## config.mk

```make
export PLATFORM = sky130hd
export DESIGN_NAME = wdiv_cell
export DESIGN_NICKNAME = d
export VERILOG_FILES = /design/src/design/wdiv_cell.sv
export SDC_FILE = /design/constraint.sdc
export NUM_CORES = 1
export LEC_CHECK = 0
export ABC_AREA = 1
export ABC_CLOCK_PERIOD_IN_PS = 12300
export BUFFER_PORTS_ARGS = -buffer_cell sky130_fd_sc_hd__buf_2
export CAP_MARGIN = 20
export CORE_ASPECT_RATIO = 1.75
export CORE_MARGIN = 4
export CORE_UTILIZATION = 35
export CTS_BUF_LIST = sky130_fd_sc_hd__clkbuf_4 sky130_fd_sc_hd__clkbuf_8 sky130_fd_sc_hd__clkbuf_16
export CTS_CLUSTER_DIAMETER = 50
export DETAILED_ROUTE_END_ITERATION = 16
export PLACE_DENSITY = 0.66
export SLEW_MARGIN = 30
export SYNTH_ARGS = -nofsm -noshare
export SYNTH_HDL_FRONTEND = slang
export SYNTH_SLANG_ARGS = --single-unit
```

## constraint.sdc

```tcl
create_clock -name aclk -period 12.3 [get_ports aclk]
set_input_delay 2.46 -clock aclk [delete_from_list [all_inputs] [get_ports aclk]]
set_output_delay 2.46 -clock aclk [all_outputs]
set_load 0.01 [all_outputs]
```

## src/design/wdiv_cell.sv

```systemverilog
// One restoring shift-subtract step of the divider chain, with its own word register.
`default_nettype none
module wdiv_cell #(
    parameter int WORD_BITS = 64
) (
    input  wire logic                 aclk,
    input  wire logic                 aresetn,
    // Upstream side.
    input  wire logic                 valid_in,
    output logic                      ready_out,
    input  wire logic [WORD_BITS-1:0] rem_in,
    input  wire logic [WORD_BITS-1:0] lq_in,
    input  wire logic [WORD_BITS-1:0] div_in,
    input  wire logic                 ovf_in,
    // Downstream side.
    output logic                      valid_out,
    input  wire logic                 ready_in,
    output logic [WORD_BITS-1:0]      rem_out,
    output logic [WORD_BITS-1:0]      lq_out,
    output logic [WORD_BITS-1:0]      div_out,
    output logic                      ovf_out
);

    logic                 valid_reg;
    logic [WORD_BITS-1:0] rem_reg;
    logic [WORD_BITS-1:0] lq_reg;
    logic [WORD_BITS-1:0] div_reg;
    logic                 ovf_reg;

    logic                 advance;
    logic                 top_bit;
    logic [WORD_BITS-1:0] rem_shift;
    logic                 take;
    logic [WORD_BITS-1:0] rem_next;
    logic [WORD_BITS-1:0] lq_next;

    // The cell takes a new word when it is empty or its word moves on.
    assign advance   = !valid_reg || ready_in;
    assign ready_out = advance;

    // Shift the next dividend bit into the partial remainder; the bit shifted out
    // of the top makes the remainder exceed the divisor on its own.
    always_comb begin
        top_bit   = rem_in[WORD_BITS-1];
        rem_shift = {rem_in[WORD_BITS-2:0], lq_in[WORD_BITS-1]};
        take      = top_bit || (rem_shift >= div_in);
        rem_next  = take ? (rem_shift - div_in) : rem_shift;
        // Dividend bits leave at the top while quotient bits enter at the bottom.
        lq_next   = {lq_in[WORD_BITS-2:0], take};
    end

    // Control state.
    always_ff @(posedge aclk) begin
        if (!aresetn) begin
            valid_reg <= 1'b0;
        end else if (advance) begin
            valid_reg <= valid_in;
        end
    end

    // Payload registers.
    always_ff @(posedge aclk) begin
        if (advance && valid_in) begin
            rem_reg <= rem_next;
            lq_reg  <= lq_next;
            div_reg <= div_in;
            ovf_reg <= ovf_in;
        end
    end

    assign valid_out = valid_reg;
    assign rem_out   = rem_reg;
    assign lq_out    = lq_reg;
    assign div_out   = div_reg;
    assign ovf_out   = ovf_reg;

endmodule
`default_nettype wire

```

==> out/metrics.csv, run 1 <==
stage,metric,value,unit
run_status,status,finished clean,
cells_and_area,layout.cells.most_common,nand2_1,
detailed_routing,dr.pass1.iters,7,
detailed_routing,postRouteWirelength,50000,microns
placement,post_dp_cell_area,15400,sq um
timing,clock-skew-final,10.6,ps
cells_and_area,syn2layout_area_growth,23.7,%
floorplan,dieWidth,154,microns
cells_and_area,layout-drive-gt1-share,0.217,
synth,syn_avg_cell_area,7.32,sq um
grt,grt_antenna_before_repair,3,
clocking,postCtsHoldBufs,0,
floorplan,die-height,263,microns
setup_path,crit_slowest_cell,nand2_4,
clocking,cts_made_buffers,17,
job,drv.max_cap_violation_count,0,
floorplan,rows,93,
detailed_routing,drc,0,
detailed_routing,drt-wirelength-per-cell,18.8,microns
setup_path,cpMostUsedCell,nand2_2,
timing,final_min_period_over_clock_period,0.440,
setup_path,cpLargestDelayFamily,simple AND/OR/NAND/NOR gates,
clocking,cts_resized,0,
power_and_ir_drop,pwr_density_cell,119,nW/um^2
clocking,cts_tree,done,
synth,ys_warn_count,0,
clocking,buffer_count_from_post_cts_setup_fixing,0,
clocking,clock_tree.root_cell,clkbuf_16,
placement,place.gp.congestion,1.02,
cells_and_area,commonest_non_fill_non_tap_cells_in_the_layout,"nand2_1 (751), inv_1 (393), buf_2 (391)",
setup_path,crit_buf_inv,3,
floorplan,die_area,40400,sq um
clocking,max-clock-path-buffers,2,
clocking,clock_latency,450,ps
placement,place.detailed.hpwl,43100,microns
power_and_ir_drop,ir_worst_vdd,0.0907,mV
synth,syn_nets,2037,
timing,fmax,0.185,GHz
cells_and_area,finalInstanceArea,16100,sq um
clocking,clk_transition_reported_paths,80,ps
setup_path,cp_data_required_time,12510,ps
synth,fraction_of_registers_with_async_set_reset,0,
setup_path,worst-endpoint-arrival,5620,ps
setup_path,path_cells,buf_2 > ha_1 > fa_1 > inv_1 > nand3_1 > nand2_4 > nand2_2 > nand2_2 > nand2_2 > nand2_4 > nand2_2 > nand3_2 > nand2_2 > nand2_4 > inv_4 > nand2_1 > nand2_1,
detailed_routing,initialDrtViolationCount,606,
timing,grt_setup_unrepaired,no,
synth,synth_seq_area_share,0.448,
timing,finalCriticalPeriod,5420,ps
grt,grt_overflow_total,0,
clocking,h-tree-depth,4,
grt,number_of_global_route_vias_before_repair,12500,
worst_hold_path,hold_path_class,reg -> reg,
grt,grt_max_degree,80,
detailed_routing,drt.antenna.violating_nets,0,
synth,yosys.cell_types.count,34,
placement,placement.io_buffers,391,
cells_and_area,layout.filler_cells,3908,
grt,gr-usage-all-layers,0.241,
detailed_routing,detailroute.via_count,12400,
power_and_ir_drop,power.static_leakage,0.00893,uW
synth,synthesis.instances,1775,
timing,finalSetupTns,0,ps
floorplan,start_util,0.353,
setup_path,end_kind,flip-flop,
detailed_routing,vias_per_cell,4.66,
setup_path,timing.critical_path.from_type,input port,
timing,drv_slew,0,
setup_path,max_stage_delay,630,ps
grt,grt_pass1_wl,72700,microns
synth,ys_seq_elements,194,
clocking,cts_sinks,194,
floorplan,coreArea,36800,sq um
cells_and_area,nets,2436,
floorplan,io_pins,392,
synth,post_synth_instance_area,13000,sq um
synth,synth-main-ff-cell,edfxtp_1,
timing,final_hold_viols,0,
timing,setup_violations,0,
setup_path,kind_of_critical_path,in -> reg,
timing,timing.max_slew.rel_slack,0.393,
timing,tightestPinTransition,911,ps
synth,synth_edf_count,193,
setup_path,critical_path_peak_fanout,68,
per-stage QoR:
stage,worst slack (ps),utilization,instances,power [uW],hold WS [ps]
final,6880,0.437,2663,1910,552
after global routing,6660,0.437,2663,2010,588
after CTS,6860,0.437,2662,1930,558
after detailed placement,6360,0.420,2630,1350,545
after global placement,6380,0.420,2630,1340,533
after floorplan,3710,-,1775,1140,608
cells by family after synthesis:
family / after synthesis / share of synthesized area
and+or+nand+nor: 1014 / 0.320
buffers and inverters: 417 / 0.127
DFF: 194 / 0.448
adders and majority gates: 65 / 0.0632
AOI/OAI and AO/OA: 54 / 0.0218
xor gates and xnor gates: 31 / 0.0209
final timing paths:
| check | from | to | slack [ps] | cells after the start |
|---|---|---|---|---|
| max | div_in[0] | rem_out[35] | 6880 | 17 |
| min | valid_out | valid_out | 550 | 2 |
| min reg2reg | valid_out | valid_out | 550 | 2 |
| max reg2reg | valid_out | rem_out[59] | 10070 | 3 |
per-layer routing:
metal	vias to the layer above	GRT usage	wire, microns
met2	470	0.500	28700
met1	5568	0.196	15100
met4	0	0.160	3820
met5	-	0	0
li1	6224	-	-
met3	141	0.0391	2460
registers in the layout, indices dropped and copies added (netlist names):
signal / count
rem_out: 64
ovf_out: 1
div_out: 64
lq_out: 64
valid_out: 1
where the power goes:
group | internal [uW] | switching (uW)
Clock | 281 | 300
Sequential | 798 | 13.6
Combinational | 167 | 347
cell usage after synthesis (all sizes together), types with 2 or more instances:
| library cell | number | area share |
|---|---|---|
| edfxtp | 193 | 0.45 |
| ha | 64 | 0.062 |
| and2 | 5 | 0.0024 |
| xor2 | 30 | 0.020 |
| a21oi | 43 | 0.017 |
| o21bai | 2 | 0.0012 |
| nor3 | 10 | 0.0050 |
| nor2 | 118 | 0.036 |
| nand4 | 20 | 0.0096 |
| nand3 | 91 | 0.039 |
| and3 | 3 | 0.0014 |
| buf | 14 | 0.010 |
| o21ai | 6 | 0.0023 |
| nand3b | 2 | 0.0012 |
| nand2 | 764 | 0.22 |
| inv | 403 | 0.12 |
worst register-to-register path, cell delays in order (launching register included):
cell     delay, ps
dfxtp_1        350
a21oi_4        140
buf_4          550
buf_4          760
final cells by class:
cell class	instances	area (sq um)	area share
flip-flops and latches	194	5820	0.362
multi-input cells	1164	5540	0.345
repair buffers	394	1980	0.123
inverters	403	1520	0.0943
well taps	475	594	0.0370
clock buffers	17	425	0.0265
clock inverters	15	198	0.0123
diodes	1	2.50	0.000156
Power figures use the tool's default switching activity.
==> run 2: changes to the inputs <==
--- a/config.mk
+++ b/config.mk
@@ -5,8 +5,8 @@
 export SDC_FILE = /design/constraint.sdc
 export NUM_CORES = 1
 export LEC_CHECK = 0
-export ABC_AREA = 1
-export ABC_CLOCK_PERIOD_IN_PS = 12300
+export ABC_AREA = 0
+export ABC_CLOCK_PERIOD_IN_PS = 4900
 export BUFFER_PORTS_ARGS = -buffer_cell sky130_fd_sc_hd__buf_2
 export CAP_MARGIN = 20
 export CORE_ASPECT_RATIO = 1.75
@@ -15,7 +15,7 @@
 export CTS_BUF_LIST = sky130_fd_sc_hd__clkbuf_4 sky130_fd_sc_hd__clkbuf_8 sky130_fd_sc_hd__clkbuf_16
 export CTS_CLUSTER_DIAMETER = 50
 export DETAILED_ROUTE_END_ITERATION = 16
-export PLACE_DENSITY = 0.66
+export PLACE_DENSITY = 0.68
 export SLEW_MARGIN = 30
 export SYNTH_ARGS = -nofsm -noshare
 export SYNTH_HDL_FRONTEND = slang
==> constraint.sdc (replaced) <==
create_clock -name aclk -period 4.9 [get_ports aclk]
set_input_delay 0.98 -clock aclk [delete_from_list [all_inputs] [get_ports aclk]]
set_output_delay 0.98 -clock aclk [all_outputs]
set_load 0.01 [all_outputs]
==> run 2 against run 1 <==
Against the previous run:
- routed wire length shrank 32%
- register-to-register slack lost 6700 ps
- highest routed layer is now met5
- first-iteration DRC count shrank 45%
- hold slack lost 14 ps
- synthesized cell count shrank 44%
- sequential power grew to 2.5 times the previous value
- die area shrank 16%
==> out/metrics.csv, run 2 <==
stage,metric,value,unit
synth,fraction_of_registers_with_async_set_reset,0,
synth,yosys.cell_types.count,79,
power_and_ir_drop,ir_worst_vdd,0.248,mV
timing,fmax,0.260,GHz
clocking,postCtsHoldBufs,0,
floorplan,coreArea,30300,sq um
grt,number_of_global_route_vias_before_repair,9411,
power_and_ir_drop,switching_share,0.304,
worst_hold_path,hold_path.startpoint,valid_out,
synth,synth-main-ff-cell,edfxtp_1,
setup_path,cp_data_required_time,5080,ps
timing,final.setup.worst_slack,1060,ps
floorplan,dieWidth,141,microns
synth,ys_seq_elements,194,
cells_and_area,nets,1633,
grt,grt_max_degree,104,
setup_path,timing.rr.start,valid_out,
power_and_ir_drop,combinationalPowerShare,0.235,
cells_and_area,syn2layout_area_growth,27.4,%
detailed_routing,drt.antenna.violating_nets,0,
clocking,clock_tree.root_cell,clkbuf_16,
synth,synthesis.instances,986,
clocking,cts_sinks,194,
synth,syn_nets,1248,
synth,top_cells_by_area_synth,"edfxtp_1 (54%), ha_1 (7.4%), a21oi_1 (5.3%), inv_1 (2.9%), nor2_1 (2.7%)",
synth,count_leader_synth,edfxtp_1,
timing,final_hold_viols,0,
floorplan,die_area,33900,sq um
clocking,h-tree-depth,4,
worst_hold_path,hold_path_class,reg -> reg,
setup_path,timing.reg2reg.setup_slack,3420,ps
floorplan,die-height,241,microns
cells_and_area,layout-drive-gt1-share,0.338,
timing,timing.max_slew.rel_slack,0.559,
clocking,clock_latency,450,ps
setup_path,critPathLaunch,div_in[52],
placement,place.detailed.hpwl,27400,microns
grt,grt_pass1_wl,50900,microns
setup_path,worst_r2r_path_depth,3,
power_and_ir_drop,p_sw,1380,uW
floorplan,rows,84,
setup_path,worst-endpoint-arrival,4030,ps
setup_path,endpoint_of_the_most_critical_register_to_register_path,lq_out[2],
timing,finalSetupTns,0,ps
synth,synth_commonest_cells,"edfxtp_1 (193), a21oi_1 (114), inv_1 (83)",
setup_path,timing.critical_path.from_type,input port,
clocking,cts_tree,done,
worst_hold_path,worstHoldPathCells,2,
clocking,clk_transition_reported_paths,80,ps
power_and_ir_drop,power.sequential.fraction,0.450,
synth,fraction_of_post_synthesis_cell_area_in_the_top_cell_type_by_area,0.536,
power_and_ir_drop,power.static_leakage,0.00615,uW
detailed_routing,initialDrtViolationCount,335,
floorplan,start_util,0.357,
clocking,max-clock-path-buffers,2,
power_and_ir_drop,power.share.clock,0.314,
clocking,cts_made_buffers,17,
detailed_routing,dr.pass1.iters,5,
cells_and_area,commonest_non_fill_non_tap_cells_in_the_layout,"buf_2 (391), edfxtp_1 (193), a21oi_1 (114)",
timing,setup_violations,0,
power_and_ir_drop,p_total,4530,uW
setup_path,crit_slowest_cell,ha_1,
grt,gr-usage-all-layers,0.195,
setup_path,kind_of_critical_path,in -> reg,
grt,grt_overflow_total,0,
setup_path,critical_path_peak_fanout,66,
timing,grt_setup_unrepaired,no,
timing,drv_slew,0,
synth,ys_warn_count,0,
setup_path,max_stage_delay,420,ps
placement,place_worst_setup_slack,544,ps
detailed_routing,postRouteWirelength,34100,microns
setup_path,end_kind,flip-flop,
timing,final.hold.worst_slack,538,ps
detailed_routing,vias_per_cell,5.10,
placement,placement.io_buffers,391,
detailed_routing,drt-wirelength-per-cell,19.2,microns
clocking,buffer_count_from_post_cts_setup_fixing,0,
setup_path,path_cells,buf_2 > inv_1 > ha_1 > and4_1 > nand2_1 > nor2_1 > nand4_1 > nor4_1 > a211o_1 > nor2_8 > inv_6 > buf_4 > a21oi_1,
cells_and_area,layout.cells.most_common,buf_2,
timing,final_min_period_over_clock_period,0.784,
timing,clock-skew-final,7.37,ps
job,drv.max_cap_violation_count,0,
placement,dp.cells,1739,
floorplan,io_pins,392,
detailed_routing,detailroute.via_count,9052,
synth,synth.largest_area_cell,edfxtp_1,
cells_and_area,post_layout_nonfiller_instances,1776,
grt,grt_antenna_before_repair,6,
power_and_ir_drop,internal-power,3150,uW
placement,place.gp.congestion,0.928,
timing,finalCriticalPeriod,3840,ps
synth,synth_seq_area_share,0.538,
detailed_routing,drc,0,
timing,tightestPinTransition,656,ps
run_status,status,finished clean,
synth,post_synth_instance_area,10800,sq um
clocking,cts_resized,0,
worst_hold_path,worst_hold_path.endpoint,valid_out,
synth,synth_edf_count,193,
power_and_ir_drop,pwr_density_cell,329,nW/um^2
synth,syn_avg_cell_area,11.0,sq um
[run 2: per-stage QoR]
step           utilization  area (sq um)
2_1_floorplan            -         10800
3_3_place_gp         0.435         13200
3_5_place_dp         0.435         13200
4_1_cts              0.454         13800
5_1_grt              0.455         13800
6_report             0.455         13800
[run 2: final cells by class]
cell class              instances  area, sq um
fillers                      2950        16500
flip-flops and latches        194         5820
multi-input cells             670         4470
repair buffers                404         2080
well taps                     387          484
clock buffers                  17          425
inverters                      84          320
clock inverters                14          163
diodes                          6         15.0
[run 2: worst max path at each step]
| stage | endpoint | slack (ps) | cells after the start |
|---|---|---|---|
| floorplan | div_out[0] | 900 | 2 |
| global placement | rem_out[54] | 590 | 13 |
| detailed placement | rem_out[54] | 540 | 13 |
| CTS | rem_out[54] | 1030 | 13 |
| global route | rem_out[54] | 830 | 13 |
| finish | rem_out[29] | 1060 | 13 |
[run 2: per-layer routing]
layer | vias to the layer above | global-route usage | wire length, microns
met5 | - | 0 | 33
met4 | 6 | 0.0741 | 958
met3 | 49 | 0.0416 | 1920
met2 | 301 | 0.390 | 19500
met1 | 4293 | 0.194 | 11700
li1 | 4403 | - | -
[run 2: cell families (layout without fill, tap and decap cells)]
family / after synthesis / after routing / synth area share
XOR/XNOR: 53 / 53 / 0.0429
other: 0 / 6 / 0
adder cells (fa/ha/maj): 65 / 65 / 0.0759
flip-flops: 194 / 194 / 0.538
AND/OR/NAND/NOR: 255 / 255 / 0.115
AO/OA/AOI/OAI: 296 / 296 / 0.178
multiplexers: 1 / 1 / 0.000926
buffers and inverters: 122 / 519 / 0.0492
[run 2: worst max-delay path, delay by kind of cell]
family / cells / cell delay (ps)
compound gates: 2 / 510
buf+inv: 4 / 970
fa+ha+maj: 1 / 420
simple gates: 6 / 1130
[run 2: power groups by stage]
stage	Sequential, uW	Combinational (uW)	Clock, uW
5_1_grt	2050	1170	1530
6_report	2040	1070	1420
3_5_place_dp	2080	1070	0
3_3_place_gp	2070	1050	0
2_1_floorplan	2160	583	0
4_1_cts	2040	1070	1460
==> run 3: changes to the inputs <==
--- a/config.mk
+++ b/config.mk
@@ -5,8 +5,8 @@
 export SDC_FILE = /design/constraint.sdc
 export NUM_CORES = 1
 export LEC_CHECK = 0
-export ABC_AREA = 0
-export ABC_CLOCK_PERIOD_IN_PS = 4900
+export ABC_AREA = 1
+export ABC_CLOCK_PERIOD_IN_PS = 3900
 export BUFFER_PORTS_ARGS = -buffer_cell sky130_fd_sc_hd__buf_2
 export CAP_MARGIN = 20
 export CORE_ASPECT_RATIO = 1.75
@@ -15,7 +15,7 @@
 export CTS_BUF_LIST = sky130_fd_sc_hd__clkbuf_4 sky130_fd_sc_hd__clkbuf_8 sky130_fd_sc_hd__clkbuf_16
 export CTS_CLUSTER_DIAMETER = 50
 export DETAILED_ROUTE_END_ITERATION = 16
-export PLACE_DENSITY = 0.68
+export PLACE_DENSITY = 0.64
 export SLEW_MARGIN = 30
 export SYNTH_ARGS = -nofsm -noshare
 export SYNTH_HDL_FRONTEND = slang
==> constraint.sdc (replaced) <==
create_clock -name aclk -period 3.9 [get_ports aclk]
set_input_delay 0.78 -clock aclk [delete_from_list [all_inputs] [get_ports aclk]]
set_output_delay 0.78 -clock aclk [all_outputs]
set_load 0.01 [all_outputs]
==> run 3 against run 2 <==
Against the previous run:
- clock power is 27% higher
- critical path depth decreased by 1
- sequential power increased by 26%
- global-route usage increased by 5.8 points
- worst setup slack lost 130 ps
- via count grew 37%
- first-iteration DRC count is 110% higher
- combinational power is 55% higher
- non-clock buffer count fell by 1
- largest cell class unchanged
- largest power group unchanged
==> out/metrics.csv, run 3 (synthesis results as in run 1) <==
stage,metric,value,unit
grt,grt_pass1_wl,75600,microns
timing,finalCriticalPeriod,2970,ps
floorplan,io_pins,392,
detailed_routing,drt.antenna.violating_nets,0,
placement,placement.io_buffers,391,
timing,final_min_period_over_clock_period,0.761,
detailed_routing,detailroute.via_count,12400,
floorplan,start_util,0.353,
power_and_ir_drop,combinationalPowerShare,0.275,
power_and_ir_drop,power.share.clock,0.300,
setup_path,cp.depth,12,
setup_path,end_kind,flip-flop,
placement,place.detailed.hpwl,45400,microns
placement,place.gp.congestion,1.02,
grt,number_of_global_route_vias_before_repair,12600,
setup_path,cpLargestDelayFamily,simple AND/OR/NAND/NOR gates,
cells_and_area,nets,2445,
timing,fmax,0.337,GHz
grt,grt_antenna_before_repair,4,
clocking,cts_resized,0,
detailed_routing,drc,0,
timing,drv_slew,0,
timing,final.setup.worst_slack,931,ps
timing,timing.max_slew.rel_slack,0.510,
power_and_ir_drop,switching_share,0.348,
grt,gr-usage-all-layers,0.253,
setup_path,crit_slowest_cell,ha_1,
cells_and_area,area.sequential,5820,sq um
setup_path,critical_path_peak_fanout,5,
setup_path,crit_buf_inv,2,
power_and_ir_drop,power.static_leakage,0.00898,uW
setup_path,timing.rr.start,valid_out,
clocking,clock_latency,470,ps
setup_path,worst-endpoint-arrival,3180,ps
timing,grt_setup_unrepaired,no,
cells_and_area,layout.filler_cells,3893,
cells_and_area,syn2layout_area_growth,24.4,%
power_and_ir_drop,pwr_density_cell,373,nW/um^2
setup_path,endpoint,rem_out[44],
timing,tightestPinTransition,735,ps
timing,finalSetupTns,0,ps
clocking,cts_sinks,194,
setup_path,cpMostUsedCell,nand2_1,
floorplan,dieWidth,154,microns
clocking,buffer_count_from_post_cts_setup_fixing,0,
setup_path,max_stage_delay,500,ps
floorplan,die_area,40400,sq um
floorplan,rows,93,
power_and_ir_drop,internal-power,3930,uW
cells_and_area,final_util,0.440,
clocking,clk_transition_reported_paths,90,ps
grt,grt_overflow_total,0,
worst_hold_path,worstHoldPathCells,1,
worst_hold_path,hold_path_class,in -> reg,
power_and_ir_drop,power.sequential.fraction,0.426,
timing,final_hold_viols,0,
setup_path,cp_data_required_time,4110,ps
job,drv.max_cap_violation_count,0,
cells_and_area,commonest_non_fill_non_tap_cells_in_the_layout,"nand2_1 (751), inv_1 (391), buf_2 (391)",
floorplan,coreArea,36800,sq um
cells_and_area,multi_input_area,5540,sq um
clocking,clock_tree.root_cell,clkbuf_16,
detailed_routing,vias_per_cell,4.66,
power_and_ir_drop,p_sw,2100,uW
cells_and_area,layout-drive-gt1-share,0.221,
setup_path,endpoint_of_the_most_critical_register_to_register_path,rem_out[55],
clocking,postCtsHoldBufs,0,
detailed_routing,postRouteWirelength,52500,microns
floorplan,die-height,263,microns
setup_path,kind_of_critical_path,in -> reg,
clocking,h-tree-depth,4,
setup_path,critPathLaunch,div_in[37],
setup_path,timing.critical_path.from_type,input port,
clocking,cts_made_buffers,17,
cells_and_area,layout.cells.most_common,nand2_1,
clocking,max-clock-path-buffers,2,
detailed_routing,initialDrtViolationCount,715,
setup_path,path_cells,buf_2 > inv_1 > ha_1 > nand2_1 > nor2_1 > nand2_1 > nor2_1 > nand3_1 > nand3_1 > nand2_1 > nand3_2 > nand2_1,
placement,place_worst_setup_slack,468,ps
cells_and_area,post_layout_nonfiller_instances,2672,
clocking,cts_tree,done,
power_and_ir_drop,p_total,6030,uW
power_and_ir_drop,ir_worst_vdd,0.311,mV
setup_path,worst_r2r_path_depth,2,
detailed_routing,dr.pass1.iters,5,
detailed_routing,drt-wirelength-per-cell,19.7,microns
grt,grt_max_degree,117,
setup_path,timing.reg2reg.setup_slack,2270,ps
placement,dp.cells,2639,
timing,clock-skew-final,15.7,ps
run_status,status,finished clean,
timing,setup_violations,0,
-- run 3: changes by cell type in the layout (fill, tap and decap cells not counted), moves of 11 or more --
cell / delta
a21oi_1: -72
nand3_1: +67
nand3_2: +11
o21ai_0: -39
nor2_1: +29
inv_1: +308
a21o_1: -32
xnor2_1: -24
nand2_1: +676
-- run 3: per-stage QoR --
stage,hold slack [ps],area [sq um]
finish,481,16200
global route,465,16200
CTS,445,16200
detailed placement,565,15600
global placement,530,15600
floorplan,628,13000
-- run 3: area by class of cell --
| cell class | instances | share of cell area |
|---|---|---|
| clock buffer | 17 | 0.0263 |
| sequential | 194 | 0.360 |
| tap | 475 | 0.0368 |
| antenna | 1 | 0.000155 |
| clock inverter | 15 | 0.0115 |
| multi-input combinational | 1164 | 0.343 |
| timing repair buffer | 403 | 0.128 |
| inverter | 403 | 0.0945 |
-- run 3: how the worst min path moves through the flow --
stage                 end  slack (ps)       from
2_1_floorplan   valid_out         630  valid_out
3_5_place_dp    valid_out         570  valid_out
5_1_grt        lq_out[30]         470  lq_in[29]
6_report       lq_out[52]         480  lq_in[51]
3_3_place_gp    valid_out         530  valid_out
4_1_cts        lq_out[52]         450  lq_in[51]
-- run 3: power groups by stage --
stage	Sequential, uW	Combinational, uW	Clock [uW]
final	2570	1660	1810
after global placement	2610	1650	0
after floorplan	2710	874	0
after detailed placement	2620	1670	0
after global routing	2580	1820	1930
after CTS	2570	1680	1860
-- run 3: worst register-to-register path, delay by kind of cell, from the launching register on --
kind | cells | cell delay [ps]
flip-flops | 1 | 350
AO/OA/AOI/OAI | 1 | 270
buffers and inverters | 1 | 590
-- run 3: metal layers --
layer / vias to the layer above / part of all wire / global-route usage
met5: - / 0 / 0
met4: 0 / 0.074 / 0.165
met3: 128 / 0.044 / 0.0341
met2: 454 / 0.58 / 0.529
met1: 5601 / 0.30 / 0.210
li1: 6257 / - / -
